==> src/design/bli_pkg.sv <==
// Shared types and constants of the bar level interpolator.
// Used by bli_div, bli_ctrl, bli_dpath and bar_level_interpolator.
`timescale 1ns / 1ps
`default_nettype none

package bli_pkg;

  localparam int NUM_POINTS       = 6;
  localparam int DEF_MAX_TICKS    = 6;
  localparam int DEF_MAX_SEGMENTS = 32;

  localparam int VAL_W     = 16;
  localparam int SEG_W     = 6;
  localparam int POINT_W   = 22;
  localparam int CFG_W     = 22;
  localparam int CIDX_W    = 3;
  localparam int TCNT_W    = 3;
  localparam int TIDX_W    = 3;
  localparam int IDX_W     = 5;
  localparam int KIND_W    = 2;
  localparam int PART_W    = 8;
  localparam int LEVEL_W   = 7;
  localparam int DIV_W     = 24;
  localparam int DEN_W     = 16;
  localparam int QUO_W     = 8;
  localparam int STEPS_W   = 4;
  localparam int FRAC_STEPS = 252;

  // A square of at most 251 * 251 times SQ_RECIP, shifted right by SQ_SHIFT,
  // equals the square divided by FRAC_STEPS.
  localparam int SQ_RECIP  = 66577;
  localparam int SQ_SHIFT  = 24;

  localparam logic [STEPS_W-1:0] STEPS_WHOLE = 4'd6;
  localparam logic [STEPS_W-1:0] STEPS_FRAC  = 4'd8;

  localparam logic [CIDX_W-1:0] REG_TICK_COUNT    = 3'd0;
  localparam logic [CIDX_W-1:0] REG_SEGMENT_COUNT = 3'd1;
  localparam logic [CIDX_W-1:0] REG_TICK_POINT_A  = 3'd2;

  typedef enum logic [KIND_W-1:0] {
    KIND_FULL    = 2'd0,
    KIND_PARTIAL = 2'd1,
    KIND_OFF     = 2'd2
  } kind_t;

  typedef enum logic [1:0] {
    DIV_WHOLE,
    DIV_FRAC
  } div_sel_t;

  typedef enum logic [3:0] {
    S_IDLE,
    S_SEARCH,
    S_MUL,
    S_D1GO,
    S_D1W,
    S_D2GO,
    S_D2W,
    S_SQUARE,
    S_EMIT
  } state_t;

  typedef struct packed {
    logic     load_input;
    logic     search_step;
    logic     set_below;
    logic     set_above;
    logic     take_pair;
    logic     mul;
    logic     div_start;
    div_sel_t div_sel;
    logic     take_whole;
    logic     take_frac;
    logic     take_part;
    logic     emit;
  } cmd_t;

  typedef struct packed {
    logic x_zero;
    logic at_end;
    logic below_tick;
    logic div_busy;
    logic out_free;
    logic last_index;
  } status_t;

endpackage

`default_nettype wire

==> src/design/bli_div.sv <==
// Iterative restoring divider, one quotient bit per cycle.
// Depends on bli_pkg for widths.
`timescale 1ns / 1ps
`default_nettype none

module bli_div (
  input  wire logic                          clk,
  input  wire logic                          rst,
  input  wire logic                          start,
  input  wire logic [bli_pkg::DIV_W-1:0]     dividend,
  input  wire logic [bli_pkg::DEN_W-1:0]     divisor,
  input  wire logic [bli_pkg::STEPS_W-1:0]   steps,
  output      logic                          busy,
  output      logic [bli_pkg::QUO_W-1:0]     quotient,
  output      logic [bli_pkg::DEN_W-1:0]     remainder
);

  logic [bli_pkg::DIV_W-1:0]   low;
  logic [bli_pkg::DEN_W-1:0]   dsor;
  logic [bli_pkg::STEPS_W-1:0] count;
  logic [bli_pkg::DIV_W-1:0]   high_part;
  logic [bli_pkg::DEN_W+1:0]   diff;
  logic                        ge;

  assign high_part = dividend >> steps;
  assign diff = {1'b0, remainder, low[bli_pkg::DIV_W-1]} - {2'b00, dsor};
  assign ge   = !diff[bli_pkg::DEN_W+1];

  always_ff @(posedge clk) begin
    if (rst) begin
      busy  <= 1'b0;
      count <= '0;
    end else if (start) begin
      busy  <= 1'b1;
      count <= steps;
    end else if (busy) begin
      count <= count - 1'b1;
      if (count == 4'd1) begin
        busy <= 1'b0;
      end
    end
  end

  always_ff @(posedge clk) begin
    if (start) begin
      remainder <= high_part[bli_pkg::DEN_W-1:0];
      low       <= dividend << (5'(bli_pkg::DIV_W) - 5'(steps));
      dsor      <= divisor;
      quotient  <= '0;
    end else if (busy) begin
      remainder <= ge ? diff[bli_pkg::DEN_W-1:0]
                      : {remainder[bli_pkg::DEN_W-2:0], low[bli_pkg::DIV_W-1]};
      low       <= {low[bli_pkg::DIV_W-2:0], 1'b0};
      quotient  <= {quotient[bli_pkg::QUO_W-2:0], ge};
    end
  end

endmodule

`default_nettype wire

==> src/design/bli_ctrl.sv <==
// Controller state machine: tick search, division sequence and result output.
// Depends on bli_pkg for the state, command and status types.
`timescale 1ns / 1ps
`default_nettype none

module bli_ctrl (
  input  wire logic            clk,
  input  wire logic            rst,
  input  wire logic            in_valid,
  output      logic            in_stall,
  input  wire bli_pkg::status_t sts,
  output      bli_pkg::cmd_t    cmd
);

  bli_pkg::state_t state, state_next;

  always_ff @(posedge clk) begin
    if (rst) begin
      state <= bli_pkg::S_IDLE;
    end else begin
      state <= state_next;
    end
  end

  always_comb begin
    state_next = state;
    cmd        = '0;
    cmd.div_sel = bli_pkg::DIV_WHOLE;
    in_stall   = (state != bli_pkg::S_IDLE);
    unique case (state)
      bli_pkg::S_IDLE: begin
        if (in_valid) begin
          cmd.load_input = 1'b1;
          state_next     = bli_pkg::S_SEARCH;
        end
      end
      bli_pkg::S_SEARCH: begin
        priority if (sts.x_zero && (sts.at_end || sts.below_tick)) begin
          cmd.set_below = 1'b1;
          state_next    = bli_pkg::S_EMIT;
        end else if (sts.at_end) begin
          cmd.set_above = 1'b1;
          state_next    = bli_pkg::S_EMIT;
        end else if (sts.below_tick) begin
          cmd.take_pair = 1'b1;
          state_next    = bli_pkg::S_MUL;
        end else begin
          cmd.search_step = 1'b1;
        end
      end
      bli_pkg::S_MUL: begin
        cmd.mul    = 1'b1;
        state_next = bli_pkg::S_D1GO;
      end
      bli_pkg::S_D1GO: begin
        cmd.div_start = 1'b1;
        cmd.div_sel   = bli_pkg::DIV_WHOLE;
        state_next    = bli_pkg::S_D1W;
      end
      bli_pkg::S_D1W: begin
        if (!sts.div_busy) begin
          cmd.take_whole = 1'b1;
          state_next     = bli_pkg::S_D2GO;
        end
      end
      bli_pkg::S_D2GO: begin
        cmd.div_start = 1'b1;
        cmd.div_sel   = bli_pkg::DIV_FRAC;
        state_next    = bli_pkg::S_D2W;
      end
      bli_pkg::S_D2W: begin
        if (!sts.div_busy) begin
          cmd.take_frac = 1'b1;
          state_next    = bli_pkg::S_SQUARE;
        end
      end
      bli_pkg::S_SQUARE: begin
        cmd.take_part = 1'b1;
        state_next    = bli_pkg::S_EMIT;
      end
      bli_pkg::S_EMIT: begin
        if (sts.out_free) begin
          cmd.emit = 1'b1;
          if (sts.last_index) begin
            state_next = bli_pkg::S_IDLE;
          end
        end
      end
      default: begin
        state_next = bli_pkg::S_IDLE;
      end
    endcase
  end

endmodule

`default_nettype wire

==> src/design/bli_dpath.sv <==
// Datapath: configuration registers, tick table search, interpolation
// arithmetic and the result register. Depends on bli_pkg and bli_div.
`timescale 1ns / 1ps
`default_nettype none

module bli_dpath #(
  parameter int MAX_TICKS    = bli_pkg::DEF_MAX_TICKS,
  parameter int MAX_SEGMENTS = bli_pkg::DEF_MAX_SEGMENTS
) (
  input  wire logic                         clk,
  input  wire logic                         rst,
  input  wire logic                         cfg_write,
  input  wire logic [bli_pkg::CIDX_W-1:0]   cfg_index,
  input  wire logic [bli_pkg::CFG_W-1:0]    cfg_data,
  input  wire logic signed [bli_pkg::VAL_W-1:0] level_value,
  input  wire bli_pkg::cmd_t                cmd,
  output      bli_pkg::status_t             sts,
  output      logic                         out_valid,
  input  wire logic                         out_stall,
  output      logic [bli_pkg::IDX_W-1:0]    segment_index,
  output      logic [bli_pkg::KIND_W-1:0]   segment_kind,
  output      logic [bli_pkg::PART_W-1:0]   partial_level,
  output      logic                         last_segment
);

  logic [bli_pkg::TCNT_W-1:0]  tick_count;
  logic [bli_pkg::SEG_W-1:0]   segment_count;
  logic [bli_pkg::POINT_W-1:0] tick_point [bli_pkg::NUM_POINTS];

  logic signed [bli_pkg::VAL_W-1:0] val;
  logic signed [bli_pkg::VAL_W-1:0] v0;
  logic [bli_pkg::SEG_W-1:0]        s0;
  logic [bli_pkg::TIDX_W-1:0]       x;
  logic [bli_pkg::DEN_W-1:0]        num;
  logic [bli_pkg::DEN_W-1:0]        den;
  logic [bli_pkg::SEG_W-1:0]        abs_ds;
  logic                             ds_neg;
  logic [bli_pkg::DIV_W-1:0]        dvd;
  logic [bli_pkg::LEVEL_W-1:0]      level;
  logic [bli_pkg::PART_W-1:0]       part;
  logic [bli_pkg::IDX_W-1:0]        seg;

  logic [bli_pkg::TCNT_W-1:0]       nticks;
  logic [bli_pkg::SEG_W-1:0]        total;
  logic [bli_pkg::POINT_W-1:0]      cur_point;
  logic signed [bli_pkg::VAL_W-1:0] cur_val;
  logic [bli_pkg::SEG_W-1:0]        cur_seg;
  logic signed [bli_pkg::SEG_W:0]   ds;
  logic [bli_pkg::LEVEL_W-1:0]      level_whole;
  logic [bli_pkg::DIV_W-1:0]        rem_scaled;
  logic [31:0]                      part_prod;
  logic [bli_pkg::LEVEL_W-1:0]      seg_ext;
  bli_pkg::kind_t                   kind;

  logic                        div_busy;
  logic [bli_pkg::QUO_W-1:0]   div_quo;
  logic [bli_pkg::DEN_W-1:0]   div_rem;
  logic [bli_pkg::DEN_W-1:0]   div_divisor;
  logic [bli_pkg::STEPS_W-1:0] div_steps;

  always_ff @(posedge clk) begin
    if (rst) begin
      tick_count    <= '0;
      segment_count <= 6'd32;
      for (int k = 0; k < bli_pkg::NUM_POINTS; k++) begin
        tick_point[k] <= '0;
      end
    end else if (cfg_write) begin
      if (cfg_index == bli_pkg::REG_TICK_COUNT) begin
        tick_count <= cfg_data[bli_pkg::TCNT_W-1:0];
      end
      if (cfg_index == bli_pkg::REG_SEGMENT_COUNT) begin
        segment_count <= cfg_data[bli_pkg::SEG_W-1:0];
      end
      for (int k = 0; k < bli_pkg::NUM_POINTS; k++) begin
        if (cfg_index == bli_pkg::CIDX_W'(bli_pkg::REG_TICK_POINT_A + k)) begin
          tick_point[k] <= cfg_data[bli_pkg::POINT_W-1:0];
        end
      end
    end
  end

  always_comb begin
    nticks = (tick_count > bli_pkg::TCNT_W'(MAX_TICKS)) ? bli_pkg::TCNT_W'(MAX_TICKS)
                                                          : tick_count;
    if (segment_count == '0) begin
      total = 6'd1;
    end else if (segment_count > bli_pkg::SEG_W'(MAX_SEGMENTS)) begin
      total = bli_pkg::SEG_W'(MAX_SEGMENTS);
    end else begin
      total = segment_count;
    end
    cur_point = (x < bli_pkg::TIDX_W'(bli_pkg::NUM_POINTS)) ? tick_point[x] : '0;
    cur_val   = cur_point[bli_pkg::VAL_W-1:0];
    cur_seg   = cur_point[bli_pkg::POINT_W-1:bli_pkg::VAL_W];
    ds        = $signed({1'b0, cur_seg}) - $signed({1'b0, s0});
    level_whole = ds_neg ? (bli_pkg::LEVEL_W'(s0) + 7'd1 - bli_pkg::LEVEL_W'(div_quo[5:0]))
                         : (bli_pkg::LEVEL_W'(s0) + 7'd1 + bli_pkg::LEVEL_W'(div_quo[5:0]));
    rem_scaled = ({8'b0, div_rem} << 8) - ({8'b0, div_rem} << 2);
    // The squared fraction is divided by 252 through a reciprocal multiplication.
    part_prod  = 32'(dvd[15:0]) * 32'(bli_pkg::SQ_RECIP);
    seg_ext    = bli_pkg::LEVEL_W'(seg);
    if (seg_ext < level) begin
      kind = bli_pkg::KIND_FULL;
    end else if (seg_ext == level) begin
      kind = bli_pkg::KIND_PARTIAL;
    end else begin
      kind = bli_pkg::KIND_OFF;
    end
    unique case (cmd.div_sel)
      bli_pkg::DIV_WHOLE: begin
        div_divisor = den;
        div_steps   = bli_pkg::STEPS_WHOLE;
      end
      bli_pkg::DIV_FRAC: begin
        div_divisor = den;
        div_steps   = bli_pkg::STEPS_FRAC;
      end
      default: begin
        div_divisor = den;
        div_steps   = bli_pkg::STEPS_WHOLE;
      end
    endcase
  end

  bli_div u_div (
    .clk       (clk),
    .rst       (rst),
    .start     (cmd.div_start),
    .dividend  (dvd),
    .divisor   (div_divisor),
    .steps     (div_steps),
    .busy      (div_busy),
    .quotient  (div_quo),
    .remainder (div_rem)
  );

  always_ff @(posedge clk) begin
    if (cmd.load_input) begin
      val <= level_value;
      x   <= '0;
      seg <= '0;
    end
    if (cmd.search_step) begin
      v0 <= cur_val;
      s0 <= cur_seg;
      x  <= x + 1'b1;
    end
    if (cmd.set_below) begin
      level <= '0;
      part  <= '0;
    end
    if (cmd.set_above) begin
      level <= bli_pkg::LEVEL_W'(total);
      part  <= '0;
    end
    if (cmd.take_pair) begin
      num    <= bli_pkg::DEN_W'(val - v0);
      den    <= bli_pkg::DEN_W'(cur_val - v0);
      ds_neg <= ds[bli_pkg::SEG_W];
      abs_ds <= ds[bli_pkg::SEG_W] ? bli_pkg::SEG_W'(-ds) : ds[bli_pkg::SEG_W-1:0];
    end
    if (cmd.mul) begin
      dvd <= bli_pkg::DIV_W'(abs_ds * num);
    end
    if (cmd.take_whole) begin
      level <= level_whole;
      dvd   <= rem_scaled;
    end
    if (cmd.take_frac) begin
      dvd <= bli_pkg::DIV_W'(div_quo * div_quo);
    end
    if (cmd.take_part) begin
      part <= bli_pkg::PART_W'(part_prod >> bli_pkg::SQ_SHIFT);
    end
    if (cmd.emit) begin
      seg <= seg + 1'b1;
    end
  end

  always_ff @(posedge clk) begin
    if (rst) begin
      out_valid <= 1'b0;
    end else if (cmd.emit) begin
      out_valid <= 1'b1;
    end else if (!out_stall) begin
      out_valid <= 1'b0;
    end
  end

  always_ff @(posedge clk) begin
    if (cmd.emit) begin
      segment_index <= seg;
      segment_kind  <= kind;
      partial_level <= (kind == bli_pkg::KIND_PARTIAL) ? part : '0;
      last_segment  <= (bli_pkg::SEG_W'(seg) == total - 1'b1);
    end
  end

  always_comb begin
    sts.x_zero     = (x == '0);
    sts.at_end     = (x == nticks);
    sts.below_tick = (val < cur_val);
    sts.div_busy   = div_busy;
    sts.out_free   = !out_valid || !out_stall;
    sts.last_index = (bli_pkg::SEG_W'(seg) == total - 1'b1);
  end

endmodule

`default_nettype wire

==> src/design/bar_level_interpolator.sv <==
// Top level of the bar level interpolator: controller plus datapath.
// Depends on bli_pkg, bli_ctrl, bli_dpath and bli_div.
//
//   Channel   Direction  Handshake           Payload
//   input     in         in_valid/in_stall   level_value
//   output    out        out_valid/out_stall segment_index, segment_kind,
//                                            partial_level, last_segment
//   config    in         cfg_write           cfg_index, cfg_data
//
// One value is taken at a time; the next is accepted after its last result is loaded.
// The tick search steps through the breakpoints in order; a value inside the table then
// goes through the multiply, the whole-level and fraction divider passes and the squaring
// of the fraction before its segments are emitted in turn, while a value outside the table
// goes straight to emitting its segments. Output stalls lengthen this sequence.
// Reset is synchronous; it restores the state, the divider busy flag, out_valid and the config registers.
// A stalled output holds its transfer; no result is lost.
`timescale 1ns / 1ps
`default_nettype none

module bar_level_interpolator #(
  parameter int MAX_TICKS    = bli_pkg::DEF_MAX_TICKS,
  parameter int MAX_SEGMENTS = bli_pkg::DEF_MAX_SEGMENTS
) (
  input  wire logic                              clk,
  input  wire logic                              rst,
  input  wire logic                              cfg_write,
  input  wire logic [bli_pkg::CIDX_W-1:0]        cfg_index,
  input  wire logic [bli_pkg::CFG_W-1:0]         cfg_data,
  input  wire logic                              in_valid,
  output      logic                              in_stall,
  input  wire logic signed [bli_pkg::VAL_W-1:0]  level_value,
  output      logic                              out_valid,
  input  wire logic                              out_stall,
  output      logic [bli_pkg::IDX_W-1:0]         segment_index,
  output      logic [bli_pkg::KIND_W-1:0]        segment_kind,
  output      logic [bli_pkg::PART_W-1:0]        partial_level,
  output      logic                              last_segment
);

  bli_pkg::cmd_t    cmd;
  bli_pkg::status_t sts;

  bli_ctrl u_ctrl (
    .clk      (clk),
    .rst      (rst),
    .in_valid (in_valid),
    .in_stall (in_stall),
    .sts      (sts),
    .cmd      (cmd)
  );

  bli_dpath #(
    .MAX_TICKS    (MAX_TICKS),
    .MAX_SEGMENTS (MAX_SEGMENTS)
  ) u_dpath (
    .clk           (clk),
    .rst           (rst),
    .cfg_write     (cfg_write),
    .cfg_index     (cfg_index),
    .cfg_data      (cfg_data),
    .level_value   (level_value),
    .cmd           (cmd),
    .sts           (sts),
    .out_valid     (out_valid),
    .out_stall     (out_stall),
    .segment_index (segment_index),
    .segment_kind  (segment_kind),
    .partial_level (partial_level),
    .last_segment  (last_segment)
  );

endmodule

`default_nettype wire
==> config.mk <==
export PLATFORM = sky130hd
export DESIGN_NAME = bar_level_interpolator
export DESIGN_NICKNAME = d
export VERILOG_FILES = /design/src/design/bli_pkg.sv /design/src/design/bli_div.sv /design/src/design/bli_ctrl.sv /design/src/design/bli_dpath.sv /design/src/design/bar_level_interpolator.sv
export SDC_FILE = /design/constraint.sdc
export NUM_CORES = 1
export LEC_CHECK = 0
export BUFFER_PORTS_ARGS = -buffer_cell sky130_fd_sc_hd__buf_2
export CORE_MARGIN = 2
export CORE_UTILIZATION = 30
export CTS_BUF_LIST = sky130_fd_sc_hd__clkbuf_2
export CTS_CLUSTER_DIAMETER = 40
export DETAILED_ROUTE_END_ITERATION = 16
export RECOVER_POWER = 100
export SLEW_MARGIN = 10
export SYNTH_ARGS = -nofsm -noshare
export SYNTH_HDL_FRONTEND = slang
export SYNTH_SLANG_ARGS = --single-unit
export TNS_END_PERCENT = 50
==> constraint.sdc <==
create_clock -name clk -period 10 [get_ports clk]
set_input_delay 1 -clock clk [delete_from_list [all_inputs] [get_ports clk]]
set_output_delay 1 -clock clk [all_outputs]
set_load 0.005 [all_outputs]
==> out/metrics.yaml <==
clock_tree:
  htreeDepth: 3
  cts_resized: 0
  cts_buffer_depth: 3
  postCtsSetupRepairBufs: 0
  cts_tree: "yes"
  root_buffer: "clkbuf_2"
  insertion_delay_ps: 1120
  cts_sinks: 342
  path_clk_slew_ps: 100
  numCtsBuffers: 90
floorplan:
  initial_utilization_pct: 30.3
  dieArea_um2: 83800
  core_area_um2: 80500
  dieHeight_um: 289
  dieWidth_um: 289
  num_io_pins: 64
  num_rows: 104
drt:
  dr.pass1.iters: 5
  wl_per_cell_um: 16.5
  drt_iter0_drc: 996
  ant_nets: 0
  wirelength_mm: 58.2
  via_per_inst: 4.70
  via_count: 16590
  drc_errors: 0
worst_setup_path:
  cp_max_fo: 39
  worstPathArrival_ps: 6810
  startpoint_type: "register"
  rrSetupSlack_ps: 3830
  critical_path_class: "register to register"
  end_kind: "register"
  crit_required_ps: 10630
cells_and_area:
  final_core_utilization_pct: 33.3
  layout.nets: 2789
  layout-drive-gt1-share_pct: 9.81
  syn_to_final_growth_pct: 9.69
timing:
  whs_ps: 215
  maxSlewViolCount: 434
  fin_crit_sh_pct: 61.7
  hold_viol: 0
  fin_crit_ps: 6170
  fin_skew_ps: 109
  rsz0062_at_grt: "no"
  setup_violations: 0
  slew_headroom_pct: -180
  tightest_slew_ps: 4150
  setup_tns_ps: 0
  max_freq_mhz: 162
logic_synthesis:
  synth_cells: 2285
  synth_top_area_cell: "edfxtp_1"
  synth_common_cells: "edfxtp_1 (304), inv_1 (274), ha_1 (242), and2_1 (241), nor2_1 (126)"
  yosys.cell_count.top_type: "edfxtp_1"
  synth_cell_types: 77
  async_reset_ff_share_pct: 0
  synth_edf_count: 304
  ys_ff_latch: 342
  synth_top_area_share_pct: 37.4
  synth_area_per_cell_um2: 10.7
  yosysWarnings: 0
  syn_nets: 2671
  ys.flop_type: "edfxtp_1"
  syn_area_um2: 24400
  synth_seq_area_share_pct: 40.5
  synth_area_leaders: "edfxtp_1 (37%), ha_1 (12%), fa_1 (8.0%)"
placement:
  gp_congestion: 0.899
  io_buffers: 63
  place_hpwl_mm: 42.8
global_routing:
  grt_usage_pct: 14.2
  grt_overflow: 0
  first_global_vias: 16869
  antenna_found_initial: 5
  grt_pass1_wl_mm: 92.9
  grt_start_max_net_pins: 46
run:
  max_cap_viol_count: 17
power:
  seqPwrFrac_pct: 25.3
  total_power_mw: 9.45
  swShare_pct: 46.9
  intPower_mw: 5.02
  clock_power_share_pct: 10.5
  max-vdd-ir-drop_v: 0.000244
  leakage_nw: 11.3
  pwr-share-comb_pct: 64.3
  switching_power_mw: 4.43
  p_per_area_nw_per_um2: 353
outcome:
  status: "complete, but fails checks"
  violations: "max-capacitance violations, max-slew violations"
min_path:
  min_path_type: "primary input to register"
## cell usage in the layout, fill, tap and decap left out, drive strengths merged, types with 19 or more instances in the layout
cell type,instances
edfxtp,304
inv,279
ha,242
and2,241
clkbuf,163
nor2,126
nand2,110
fa,98
a21oi,93
xnor2,83
o21ai,76
nor3,56
mux2i,52
buf,41
xor2,38
dfxtp,38
nand3,35
a21o,32
or2,24
o21a,23
mux4,22
a211oi,22
a31oi,21
clkinv,21
nor2b,20
and3,19
## layout make-up
class | count | area, um^2
clock buffer | 129 | 646
fill | 8214 | 53700
tap | 1060 | 1330
clock inverter | 26 | 174
sequential | 342 | 9890
inverter | 275 | 1030
antenna | 3 | 7.51
multi-input combinational | 1603 | 13200
timing repair buffer | 91 | 503
## flip-flops by register name (all words and copies together), names as in the netlist, 2 cells and up, named ones only
name                     flops
u_dpath.u_div.quotient       8
u_dpath.segment_index        5
u_ctrl.state                 4
u_dpath.level                7
u_dpath.v0                  16
u_dpath.partial_level        8
u_dpath.den                 16
u_dpath.num                 16
u_dpath.val                 16
u_dpath.part                 8
u_dpath.abs_ds               6
u_dpath.u_div.low            8
u_dpath.tick_point         132
u_dpath.s0                   6
u_dpath.u_div.remainder     16
u_dpath.u_div.count          4
u_dpath.tick_count           3
u_dpath.u_div.dsor          16
u_dpath.x                    3
u_dpath.seg                  5
u_dpath.dvd                 24
u_dpath.segment_kind         2
u_dpath.segment_count        6
## kinds of logic after synthesis
kind of cell             Yosys count  synth area share (%)
multiplexers                      79                  4.39
adder cells (fa/ha/maj)          340                  20.4
AO/OA/AOI/OAI                    366                  9.90
AND/OR/NAND/NOR                  697                  15.1
buffers and inverters            340                  5.35
flip-flops                       342                  40.5
XOR/XNOR                         121                  4.34
## stage by stage
stage          instances  setup slack, ps  cell area (um^2)
4_1_cts             3526             5140             27000
3_3_place_gp        3355             5260             26000
5_1_grt             3529             3300             26800
3_5_place_dp        3355             5140             26000
6_report            3529             3830             26800
2_1_floorplan       2285             3800             24400
## critical path: stages (launching register included)
cell and delay (ps):
dfxtp_1 320, clkbuf_1 1180, mux4_2 460, o21ai_0 90, or2_2 360, ha_1 240, a21o_1 180, a211o_1 280
a2111oi_0 500, o211ai_2 140, o221ai_1 210, nor3b_1 240, clkbuf_1 1500
## power by group through the flow
stage	sequential [mW]	combinational, mW	clock, mW
2_1_floorplan	2.26	4.52	0
3_3_place_gp	2.41	6.11	0
3_5_place_dp	2.42	6.12	0
4_1_cts	2.38	6.18	1.03
5_1_grt	2.43	6.94	1.11
6_report	2.39	6.07	0.990
## metal layers
metal	routed length, um	GRT usage [%]	part of all wire (%)
met1	27100	18.8	47
met2	26900	22.9	46
met3	2380	2.53	4.1
met4	1830	5.88	3.1
met5	34	0	0.058
## path summary, 6_finish.rpt
kind,from,end,cells after the start
worst max-delay path,register,u_dpath.num[7]$_DFFE_PP_,12
worst min-delay path,cfg_data[17],u_dpath.tick_point[4][17]$_SDFFCE_PN0P_,2
worst max register to register,register,u_dpath.num[7]$_DFFE_PP_,12
worst min register to register,u_dpath.den[2]$_DFFE_PP_,u_dpath.u_div.dsor[2]$_DFFE_PN_,0
## repair_timing
item,CTS,global route
hold buffers,16,0
endpoints found under the setup margin,0,0
hold endpoints to repair,16,0
(Power assumes the default switching activity.)
